==> src/hdl/clock_synth_serial_programmer_top_assert.svh <==
// Assertion macros shared by the serial programmer RTL.
`ifndef CLOCK_SYNTH_SERIAL_PROGRAMMER_TOP_ASSERT_SVH
`define CLOCK_SYNTH_SERIAL_PROGRAMMER_TOP_ASSERT_SVH

// Same-cycle implication, checked outside reset.
`define CSP_ASSERT_NOW(name, clk, rst_n, pre, post, msg) \
    name: assert property (@(posedge clk) disable iff (!rst_n) (pre) |-> (post)) \
        else $error(msg);

// Next-cycle implication, checked outside reset.
`define CSP_ASSERT_NEXT(name, clk, rst_n, pre, post, msg) \
    name: assert property (@(posedge clk) disable iff (!rst_n) (pre) |=> (post)) \
        else $error(msg);

`endif

==> src/hdl/csp_pkg.sv <==
// Types and constants of the synthesizer serial programmer.
`default_nettype none
package csp_pkg;

    localparam int unsigned SEL_W   = 4;
    localparam int unsigned HZ_W    = 28;
    localparam int unsigned WORD_W  = 20;
    localparam int unsigned CNT_W   = 5;
    localparam int unsigned N_W     = 10;

    localparam logic [CNT_W-1:0] LAST_BIT = 5'd19;
    localparam logic [N_W-1:0]   N_OFFSET = 10'd257;

    // 143181818*N/460 = 71590909*N/230 = 311264*N + 189*N/230
    localparam logic [18:0] COARSE_MULT = 19'd311264;
    // floor(189*N/230) = (N * 189 * 72945) >> 24, exact for N <= 512
    localparam logic [23:0] FINE_MULT   = 24'd13786605;

    localparam int unsigned SEL_CLK  = 3;
    localparam int unsigned SEL_DATA = 2;

    typedef struct packed {
        logic              done;
        logic [WORD_W-1:0] word;
    } csp_frame_t;

    typedef struct packed {
        logic             en;
        logic [SEL_W-1:0] idx;
        logic [HZ_W-1:0]  hz;
    } csp_write_t;

endpackage
`default_nettype wire

==> src/hdl/csp_serial_port.sv <==
// Serial clock edge detect, frame shifter and bit counter.
`default_nettype none
`include "clock_synth_serial_programmer_top_assert.svh"
module csp_serial_port
    import csp_pkg::*;
(
    input  wire logic             aclk,
    input  wire logic             aresetn,
    input  wire logic             step,
    input  wire logic             strobe_req,
    input  wire logic [SEL_W-1:0] sel,
    output csp_frame_t            frame
);

    logic              in_frame_reg, in_frame_next;
    logic [CNT_W-1:0]  cnt_reg, cnt_next;
    logic [WORD_W-1:0] word_reg, word_next;
    logic              last_clk_reg, last_clk_next;
    logic              rise;
    logic              done;

    assign rise = step && strobe_req && sel[SEL_CLK] && !last_clk_reg;

    always_comb begin
        in_frame_next = in_frame_reg;
        cnt_next      = cnt_reg;
        word_next     = word_reg;
        last_clk_next = last_clk_reg;
        done          = 1'b0;
        if (step && strobe_req) begin
            last_clk_next = sel[SEL_CLK];
        end
        if (rise) begin
            if (!in_frame_reg) begin
                in_frame_next = sel[SEL_DATA];
                cnt_next      = '0;
            end else begin
                word_next = {sel[SEL_DATA], word_reg[WORD_W-1:1]};
                cnt_next  = CNT_W'(cnt_reg + 5'd1);
                // twentieth bit closes the frame
                if (cnt_reg == LAST_BIT) begin
                    done          = 1'b1;
                    in_frame_next = 1'b0;
                end
            end
        end
    end

    always_ff @(posedge aclk) begin
        if (!aresetn) begin
            in_frame_reg <= 1'b0;
            cnt_reg      <= '0;
            word_reg     <= '0;
            last_clk_reg <= 1'b0;
        end else begin
            in_frame_reg <= in_frame_next;
            cnt_reg      <= cnt_next;
            word_reg     <= word_next;
            last_clk_reg <= last_clk_next;
        end
    end

    assign frame.done = done;
    assign frame.word = word_next;

    `CSP_ASSERT_NOW(a_cnt_range, aclk, aresetn, 1'b1, cnt_reg <= 5'd20,
        "bit counter past frame length")
    `CSP_ASSERT_NEXT(a_done_idle, aclk, aresetn, done, !in_frame_reg,
        "port still in frame after decode")
    `CSP_ASSERT_NEXT(a_no_step_hold, aclk, aresetn, !step,
        $stable(in_frame_reg) && $stable(cnt_reg) && $stable(last_clk_reg),
        "port state moved without a transfer")

endmodule
`default_nettype wire

==> src/hdl/csp_freq_calc.sv <==
// Frame word decode into table index and output frequency.
`default_nettype none
module csp_freq_calc
    import csp_pkg::*;
(
    input  wire csp_frame_t frame,
    output csp_write_t      wr
);

    logic [N_W-1:0]  n;
    logic [HZ_W-1:0] coarse;
    logic [32:0]     fine_prod;
    logic [HZ_W-1:0] base_hz;
    logic [1:0]      shift;

    assign n         = N_W'({2'b00, frame.word[14:7]}) + N_OFFSET;
    assign coarse    = HZ_W'(n) * HZ_W'(COARSE_MULT);
    assign fine_prod = 33'(n) * 33'(FINE_MULT);
    assign base_hz   = coarse + HZ_W'(fine_prod[32:24]);
    // divider code 0..3 selects 8, 4, 2, 1
    assign shift     = ~frame.word[17:16];

    assign wr.en  = frame.done;
    assign wr.idx = frame.word[5:2];
    assign wr.hz  = base_hz >> shift;

endmodule
`default_nettype wire

==> src/hdl/csp_freq_table.sv <==
// Sixteen-entry frequency table with write-through read.
`default_nettype none
module csp_freq_table
    import csp_pkg::*;
(
    input  wire logic             aclk,
    input  wire logic             aresetn,
    input  wire csp_write_t       wr,
    input  wire logic [SEL_W-1:0] rd_sel,
    output logic [HZ_W-1:0]       rd_data
);

    localparam int unsigned DEPTH = 1 << SEL_W;

    logic [HZ_W-1:0] entry_reg [DEPTH];

    always_ff @(posedge aclk) begin
        if (!aresetn) begin
            for (int i = 0; i < DEPTH; i++) begin
                entry_reg[i] <= '0;
            end
        end else if (wr.en) begin
            entry_reg[wr.idx] <= wr.hz;
        end
    end

    // forward this cycle's update to the read
    assign rd_data = (wr.en && wr.idx == rd_sel) ? wr.hz : entry_reg[rd_sel];

endmodule
`default_nettype wire

==> src/hdl/clock_synth_serial_programmer_top.sv <==
// Top level of the frequency-synthesizer serial programming port.
//
//  channel | ports                          | direction | transfer
//  --------+--------------------------------+-----------+--------------------
//  s_      | s_strobe_req, s_sel            | in        | s_valid & s_ready
//  m_      | m_output_clock_hz              | out       | m_valid & m_ready
//
// One transfer per cycle sustained while m_ready stays high; an input transfer
// reaches the result through the input register, then the result register.
// Port state, frame decode and table update run in the cycle an item leaves
// the input register; the result carries the table after that update.
// s_ready drops only while both registers are full and m_ready is low.
// aresetn clears the port state, the table and both valid flags.
`default_nettype none
`include "clock_synth_serial_programmer_top_assert.svh"
module clock_synth_serial_programmer_top
    import csp_pkg::*;
(
    input  wire logic             aclk,
    input  wire logic             aresetn,
    input  wire logic             s_valid,
    output logic                  s_ready,
    input  wire logic             s_strobe_req,
    input  wire logic [SEL_W-1:0] s_sel,
    output logic                  m_valid,
    input  wire logic             m_ready,
    output logic [HZ_W-1:0]       m_output_clock_hz
);

    logic             in_valid_reg;
    logic             in_strobe_reg;
    logic [SEL_W-1:0] in_sel_reg;
    logic             out_valid_reg;
    logic [HZ_W-1:0]  out_hz_reg;
    logic             adv;
    logic             take;
    csp_frame_t       frame;
    csp_write_t       wr;
    logic [HZ_W-1:0]  rd_data;

    assign adv     = in_valid_reg && (!out_valid_reg || m_ready);
    assign s_ready = !in_valid_reg || adv;
    assign take    = s_valid && s_ready;

    csp_serial_port u_port (
        .aclk       (aclk),
        .aresetn    (aresetn),
        .step       (adv),
        .strobe_req (in_strobe_reg),
        .sel        (in_sel_reg),
        .frame      (frame)
    );

    csp_freq_calc u_calc (
        .frame (frame),
        .wr    (wr)
    );

    csp_freq_table u_table (
        .aclk    (aclk),
        .aresetn (aresetn),
        .wr      (wr),
        .rd_sel  (in_sel_reg),
        .rd_data (rd_data)
    );

    always_ff @(posedge aclk) begin
        if (!aresetn) begin
            in_valid_reg  <= 1'b0;
            out_valid_reg <= 1'b0;
        end else begin
            if (take) begin
                in_valid_reg <= 1'b1;
            end else if (adv) begin
                in_valid_reg <= 1'b0;
            end
            if (adv) begin
                out_valid_reg <= 1'b1;
            end else if (m_ready) begin
                out_valid_reg <= 1'b0;
            end
        end
    end

    always_ff @(posedge aclk) begin
        if (take) begin
            in_strobe_reg <= s_strobe_req;
            in_sel_reg    <= s_sel;
        end
        if (adv) begin
            out_hz_reg <= rd_data;
        end
    end

    assign m_valid           = out_valid_reg;
    assign m_output_clock_hz = out_hz_reg;

    `CSP_ASSERT_NOW(a_stall_cause, aclk, aresetn, !s_ready,
        in_valid_reg && out_valid_reg && !m_ready, "input stalled without back-pressure")
    `CSP_ASSERT_NEXT(a_adv_result, aclk, aresetn, adv, out_valid_reg,
        "advanced item produced no result")
    `CSP_ASSERT_NEXT(a_hold_input, aclk, aresetn, in_valid_reg && !adv,
        in_valid_reg && $stable(in_sel_reg) && $stable(in_strobe_reg),
        "pending item lost or changed")

endmodule
`default_nettype wire

==> config.mk <==
export PLATFORM = sky130hd
export DESIGN_NAME = clock_synth_serial_programmer_top
export DESIGN_NICKNAME = d
export VERILOG_FILES = /design/src/hdl/csp_pkg.sv /design/src/hdl/csp_serial_port.sv /design/src/hdl/csp_freq_calc.sv /design/src/hdl/csp_freq_table.sv /design/src/hdl/clock_synth_serial_programmer_top.sv
export VERILOG_INCLUDE_DIRS = /design/src /design/src/hdl
export SDC_FILE = /design/constraint.sdc
export NUM_CORES = 1
export LEC_CHECK = 0
export BUFFER_PORTS_ARGS = -buffer_cell sky130_fd_sc_hd__clkbuf_2
export CORE_MARGIN = 2
export CORE_UTILIZATION = 53
export DETAILED_ROUTE_END_ITERATION = 10
export GPL_TIMING_DRIVEN = 0
export PLACE_DENSITY = 0.7
export SYNTH_ARGS = -nofsm -noshare
export SYNTH_HDL_FRONTEND = slang
export SYNTH_SLANG_ARGS = --single-unit
==> constraint.sdc <==
create_clock -name aclk -period 13.94 [get_ports aclk]
set_input_delay 1.394 -clock aclk [delete_from_list [all_inputs] [get_ports aclk]]
set_output_delay 1.394 -clock aclk [all_outputs]
set_load 0.05 [all_outputs]
# ---- Yosys cells after proc, flatten, opt, wreduce, memory -nomap -nowiden
# Memories as Yosys holds them, arrays and structs flattened. A register that Yosys moved wholly into a read port is not among the register bits.
# Index checks and enable logic that the tools add are counted.
dict set report totals {
  ff_bits 62
  ramBits 448
  in_bits 9
  out_inout_bits 30
  mem_count 1
}
dict set report op_classes {
  add_sub_neg 3
  n_mul 2
  n_eq_ne 2
  n_shift 1
  muxes 21
  bitwise 1
  n_reduce_logical 15
}
# name words word_bits rd rd_clocked_by_memory_dff write_ports line
set mem_list {}
lappend mem_list {u_table.entry_reg 16 28 1 1 16 csp_freq_table.sv:15} ;# logic [HZ_W-1:0] entry_reg [DEPTH];
# cell n
set op_table {}
lappend op_table {{$mux 28} 2}
lappend op_table {{$mux 18} 2}
lappend op_table {{$mul 10x24->33 const B} 1}
lappend op_table {{$add 28x9->28} 1}
lappend op_table {{$reduce_or 28->1} 1}
lappend op_table {{$shr 28x2->28} 1}
lappend op_table {{$mul 10x14->23 const B} 1}
lappend op_table {{$mux 1} 14}
lappend op_table {{$add 8x9->10 const B} 1}
lappend op_table {{$mux 4} 2}
lappend op_table {{$logic_and 1x1->1} 6}
lappend op_table {{$add 5x1->5 const B} 1}
lappend op_table {{$eq 5x5->1 const B} 1}
lappend op_table {{$mux 5} 1}
lappend op_table {{$eq 4x4->1} 1}
lappend op_table {{$reduce_bool 2->1} 2}
lappend op_table {{$logic_not 1->1} 3}
lappend op_table {{$logic_or 1x1->1} 2}
lappend op_table {{$not 2->2} 1}
lappend op_table {{$reduce_and 2->1} 1}

# ---- Longest topological paths before layout
# Gate-level depths: netlist of run 1.
dict set report depth {
  ltp_word 12
  ltp_mapped 49
  ltp_nobuf 44
}

# ---- Modules after synthesis
# Synthesis of run 1 repeated with hierarchy kept, for this count alone.
dict set report unflattened {
  hier_cells 2395
  hier_area_um2 30984.7
}
# module n_inst cells_per_inst area_each_um2 seq_area_each_um2
set by_module_without_submodules {}
lappend by_module_without_submodules {csp_freq_table 1 1276 20389.6 13452.9}
lappend by_module_without_submodules {csp_freq_calc 1 948 8099.0 0.0}
lappend by_module_without_submodules {csp_serial_port 1 129 1401.3 540.5}
lappend by_module_without_submodules {clock_synth_serial_programmer_top 1 42 1094.8 1031.0}

# ---- Worst setup path after synthesis of run 1
# No wires, ideal clock.
dict set report synth_timing {
  path_kind {in2reg}
  start {in m_ready}
  end {mem u_table.entry_reg[4][22], data pin}
  setup_time_ns 0.263
  arrival_ns 11.647
  slack_ns 2.030
  path_stages 45
  path_cell_list {nor2b_1 > clkbuf_1 > nor3_1 > buf_2 > clkbuf_1 > nand2_1 > nand2_1 > ha_1 > and2_1 > nand2_1 > a21oi_1 > nand4_1 > inv_1 > fa_1 > xnor2_1 > ha_1 > or2_2 > fa_1 > (+9 left out) > nor3_1 > o21bai_1 > a21oi_1 > xnor2_1 > ha_1 > nand2_1 > o21ai_0 > nand2_1 > or3_4 > or4b_1 > buf_2 > or3_1 > buf_2 > o31ai_1 > nand3_2 > a31oi_4 > buf_6 > nor2_2}
}
# element line
set synth_rtl {}
lappend synth_rtl {{start, declared} clock_synth_serial_programmer_top.sv:26} ;# input wire logic m_ready,
lappend synth_rtl {{end, declared} csp_freq_table.sv:15}

==> results by group, run 1 <==
CTS
  – Longest Clk Path Bufs: 3
  – CTS tree: built
  – # H-tree levels: 2
  – CTS Hold Bufs: 0
  – Num CTS Buffers: 48
  – Clock Pin Slew Worst Setup and Hold Paths: around 0.06 ns
  – Root buffer cell: clkbuf_16
  – Worst-Skew Late Latency: between 0.5 and 0.6 ns
  – CTS Sinks: ~510

Detailed routing
  – DRT Pass-1 Iters: 8
  – Met1 Routed Length: ~32000 µm
  – Violation count after the first detailed-route iteration: roughly 2300
  – Met2 Wirelength: 37100 µm
  – DR top layer: met4
  – Vias/cell: between 6 and 7
  – Drt wl/cell: roughly 24 µm
  – Met3 WL: 7920 µm
  – Drc violations: 0
  – WL final: 79500 µm
  – Post-route ant nets: 0
  – Via count: between 20000 and 25000

Place
  – Post-DP HPWL: between 50000 and 60000 µm
  – Post-DP Area: between 30000 and 40000 µm²
  – Dpl ws: -0.959 ns
  – Placed insts: 3210
  – PortBufs: 37
  – RePlAce Congestion: roughly 0.94

Logic synthesis
  – EDFF count, synth: just under 500
  – Mean Syn Cell Area: ~12 µm²
  – Ranking of synthesized cells by area: edfxtp_1 (48%), mux4_2 (11%), fa_1 (7.4%)
  – Post-synth top area cell: edfxtp_1
  – Most common cell in the synthesized netlist: edfxtp_1
  – Syn Inst Count: approximately 2400
  – Synth unique cells: 79
  – Sequential area share after synthesis: 50.5%
  – Synth warnings: 0
  – Post-synthesis net count: 2687
  – Post-synth top flop: edfxtp_1
  – Async set-reset flop share out of synthesis: 0%
  – Flops & latches, synth: ~500
  – Area share of the largest cell type after synthesis: between 40% and 50%
  – Post-synth top cells: edfxtp_1 (481), nor2_1 (438), nand2_1 (173)
  – Cell Area, Synth: roughly 30000 µm²

Global routing
  – Overall routing resource usage: around 28%
  – Global-route wire length before repair: between 100000 and 150000 µm
  – Antenna violations before repair: 0
  – Vias in the first global route: 20500
  – Grt ovf: 0
  – Largest net degree at the start of global routing: 29

Final layout
  – Largest register FFs: 448
  – Fin cells: between 3000 and 4000
  – Fillers: about 4400
  – Final instance area: between 30000 and 40000 µm²
  – Share of cells above drive strength 1: roughly 14%
  – Final core occ: between 50% and 60%
  – Antenna Diode Count: 0
  – Area grow syn2layout: 9.60%
  – Layout Nets: between 2000 and 3000

Timing
  – Max-slew violations: 0
  – Final Hold Fails: 0
  – Slew HR: 20.7%
  – Min Hold Slack: roughly 0.47 ns
  – Worst slew pin tran: about 1.2 ns
  – Setup slack after layout: roughly 0.76 ns
  – Clk_skew: 0.0227 ns
  – Post-layout min period: between 10 and 15 ns
  – Unrepaired setup endpoints after global routing: false
  – Setup Viol. Count Final: 0
  – Final period utilization: between 90 and 100%
  – Fmax: around 76 MHz
  – Fin Setup TNS: 0 ns

Power and ir drop
  – Leak: 12.3 nW
  – Maximum VDD drop: about 99 µV
  – Power density over the cells: 101 nW/µm²
  – Final Power: approximately 3.3 mW

Setup path
  – CP Capture Type: flip-flop
  – Most common cell on crit path: nand2_1
  – CP Class: in -> reg
  – Worst path required time: about 14 ns
  – Crit path launch type: input pin
  – Slowest stage delay, CP: 0.61 ns
  – Arrival time at the worst endpoint: between 10 and 15 ns
  – Crit-path slowest cell: fa_1
  – Crit-path max FO: 13
  – Worst setup path start: m_ready
  – Reg-to-reg startpoint: u_port.in_frame_reg

Floorplanning
  – Chip Width: around 240 µm
  – FP Rows: 86
  – Die height: approximately 240 µm
  – Die area: approximately 58000 µm²
  – Core Box Area: around 55000 µm²
  – Ports: 39
  – Initial Util: between 50 and 60%

Outcome
  – Status: finished, final reports clean

Hold path
  – Hold path start: u_port.word_reg[19]
  – Worst hold-check path type: reg -> reg

Job
  – Max_cap viols: 0
## cell type report
type | instances | area, µm² | share of cell area, %
timing repair buffer | 46 | 373 | 1.14
buffer | 151 | 611 | 1.87
clock buffer | 62 | 1320 | 4.02
inverter | 154 | 578 | 1.77
clock inverter | 19 | 113 | 0.345
multi-input combinational | 1600 | 13700 | 41.9
tap | 748 | 936 | 2.86
sequential | 512 | 15100 | 46.1
## kinds of logic after synthesis
group / after synthesis / synth area share [%]
AO/OA/AOI/OAI: 306 / 6.93
XOR/XNOR: 54 / 1.59
flip-flops: 512 / 50.5
multiplexers: 162 / 11.3
AND/OR/NAND/NOR: 819 / 12.0
adder cells (fa/ha/maj): 259 / 13.6
buffers and inverters: 307 / 4.01
## critical path: cells and delay by family
kind / cells / cell delay (ns)
xor gates and xnor gates: 3 / 0.62
buffers and inverters: 7 / 1.59
adders and majority gates: 8 / 3.38
muxes: 1 / 0.19
and+or+nand+nor: 20 / 4.01
AOI/OAI and AO/OA: 7 / 2.21
## layout by cell type, fill, tap and decap left out, types with 15 or more instances in the layout
cell         n
xnor2_1     36
clkbuf_2    38
o21ai_0     57
mux4_2     140
nor3_1      42
clkbuf_1   125
nor2b_1     16
dfxtp_1     31
clkbuf_16   49
and2_1      20
buf_1       15
fa_1       110
buf_2       16
edfxtp_1   481
inv_1      154
ha_1       149
nor2_1     437
nand2_1    161
a21oi_2     23
a21oi_1     70
nand3_1     27
nand2b_1    18
a21o_1      27
xor2_1      18
## final timing paths
check	to	cells after the start	slack, ns
worst max-delay path	u_table.entry_reg[4][19]	46	0.76
worst min-delay path	u_port.word_reg[18]	2	0.47
worst max register to register	u_table.entry_reg[4][19]	39	1.15
worst min register to register	u_port.word_reg[18]	2	0.47
## layer usage
| metal | vias up | global-route usage [%] |
|---|---|---|
| li1 | 8896 | - |
| met1 | 10100 | 39.9 |
| met2 | 1066 | 44.0 |
| met3 | 178 | 5.94 |
| met4 | 0 | 9.35 |
| met5 | - | 0 |
## report_power, final
group / switching, mW / internal [mW] / total, mW
registers: 0.0236 / 1.76 / 1.78
logic: 0.173 / 0.120 / 0.294
clock network: 0.560 / 0.678 / 1.24
total: 0.757 / 2.56 / 3.31
## what timing repair did
item	4_1_cts	5_1_grt
setup endpoints to repair	134	269
hold endpoints to repair	0	0
buffers inserted	0	3
pin swaps	0	1
resized for setup	7	15
(Power assumes the default switching activity.)
==> run 2, diff against run 1 <==
- RECOVER_POWER: unset -> 25
==> results by group, run 2 (same netlist as run 1, synthesis figures left out) <==
Global routing
  – Grt ovf: 0
  – Global-route wire length before repair: ~120000 µm
  – Largest net degree at the start of global routing: 29
  – Vias in the first global route: between 20000 and 25000
  – Antenna violations before repair: 0
  – Overall routing resource usage: between 20 and 30%

Outcome
  – Status: finished, violations left
  – Failing checks: max-capacitance violations, max-slew violations

Floorplanning
  – Initial Util: between 50 and 60%
  – Ports: 39
  – Chip Width: 241 µm
  – Core Box Area: 55400 µm²
  – Die height: about 240 µm
  – Die area: 58200 µm²
  – FP Rows: 86

Setup path
  – Buffers & Inverters on Critical Path: 7
  – Slowest stage delay, CP: around 0.61 ns
  – CP delay by family, top: simple AND/OR/NAND/NOR gates
  – Most common cell on crit path: nand2_1
  – Crit path launch type: input pin
  – Worst path required time: roughly 14 ns
  – Crit-path slowest cell: fa_1
  – Crit-path max FO: 13
  – Arrival time at the worst endpoint: 13.45 ns
  – CP Capture Type: flip-flop
  – CP Class: in -> reg

Timing
  – Max-slew violations: about 120
  – Unrepaired setup endpoints after global routing: false
  – Fin Setup TNS: 0 ns
  – Clk_skew: a little over 0.02 ns
  – Final period utilization: 94.4%
  – Setup Viol. Count Final: 0
  – Fmax: ~76 MHz
  – Slew HR: -6.04%
  – Final Hold Fails: 0
  – Post-layout min period: about 13 ns
  – Worst slew pin tran: 1.59 ns

CTS
  – Longest Clk Path Bufs: 3
  – Clock Pin Slew Worst Setup and Hold Paths: around 0.06 ns
  – Root buffer cell: clkbuf_16
  – CTS Sinks: a little over 500
  – CTS tree: built
  – # H-tree levels: 2
  – Num CTS Buffers: 48
  – Worst-Skew Late Latency: between 0.5 and 0.6 ns
  – CTS Hold Bufs: 0

Final layout
  – Highest-count cells in the layout ignoring fill and taps: edfxtp_1 (481), nor2_1 (437), nand2_1 (165), clkbuf_1 (164), inv_1 (154)
  – Final core occ: around three fifths
  – Layout Nets: approximately 2800
  – Area grow syn2layout: 9.11%
  – Commonest non-fill, non-tap cell in the layout: edfxtp_1
  – Fillers: 4429
  – Fin cells: 3293
  – Share of cells above drive strength 1: 12.2%
  – Largest register FFs: between 400 and 500

Power and ir drop
  – Final Power: approximately 3.3 mW
  – Power density over the cells: a little over 100 nW/µm²
  – Leak: 12.1 nW
  – Maximum VDD drop: 99.9 µV

Job
  – Max_cap viols: 4

Place
  – PortBufs: 37
  – Placed insts: 3210
  – Post-DP HPWL: roughly 58000 µm
  – RePlAce Congestion: between 0.9 and 1

Detailed routing
  – Via count: a little over 20000
  – Post-route ant nets: 0
  – DRT Pass-1 Iters: 5
  – Drt wl/cell: ~24 µm
  – WL final: 79600 µm
  – Violation count after the first detailed-route iteration: about 2300
  – Vias/cell: 6.18
  – Drc violations: 0

Hold path
  – Worst hold-check path type: reg -> reg
[run 2: cell count changes in the layout (fill, tap and decap cells not counted), moves of 2 or more]
cell | before | now
clkbuf_2 | 38 | 5
buf_16 | 6 | 2
nand2_2 | 12 | 8
nand2_1 | 161 | 165
and2_0 | 0 | 2
clkbuf_1 | 125 | 164
[run 2: metrics by stage]
step / hold slack, ns / setup slack (ns) / cell area [µm²]
detailed placement: 0.466 / -0.959 / 31100
global placement: 0.451 / -0.827 / 30900
finish: 0.470 / 0.777 / 32500
global route: 0.480 / 0.0397 / 32500
floorplan: 0.441 / 2.03 / 29800
CTS: 0.473 / 0.00479 / 32600
[run 2: cell type report]
type / instances / area (µm²) / share of cell area [%]
flip-flops and latches: 512 / 15100 / 46.3
multi-input cells: 1600 / 13700 / 42.1
clock buffers: 62 / 1320 / 4.04
well taps: 748 / 936 / 2.88
plain buffers: 151 / 609 / 1.87
inverters: 154 / 578 / 1.78
repair buffers: 46 / 236 / 0.727
clock inverters: 19 / 113 / 0.346
diodes: 1 / 2.50 / 0.00769
[run 2: what timing repair did]
item | CTS | global route
pin swaps | 0 | 1
gates resized for setup | 7 | 15
setup buffers | 0 | 3
endpoints found under the setup margin | 134 | 269
[run 2: report_power, final]
group          total [mW]  switching (mW)  internal, mW
Combinational       0.289           0.174         0.115
Clock                1.24           0.560         0.678
Sequential           1.78          0.0236          1.76
Total                3.31           0.757          2.55
[run 2: final timing paths]
check	startpoint	endpoint	slack, ns	cells past startpoint
max	m_ready	u_table.entry_reg[4][19]	0.78	46
min	u_port.word_reg[19]	u_port.word_reg[19]	0.47	2
max reg2reg	u_port.in_frame_reg	u_table.entry_reg[4][19]	1.17	39
min reg2reg	u_port.word_reg[19]	u_port.word_reg[19]	0.47	2
[run 2: worst min-delay path: cells and delay by family, from the launching register on]
family / cells / cell delay (ns)
AOI/OAI and AO/OA: 1 / 0.07
DFF: 1 / 0.31
and+or+nand+nor: 1 / 0.05
[run 2: metal layers]
metal	vias to the layer above	global-route usage (%)	wire (µm)
met4	0	9.35	2650
li1	8902	-	-
met5	-	0	0
met2	1112	44.0	37100
met1	10200	39.9	32000
met3	166	5.94	7900
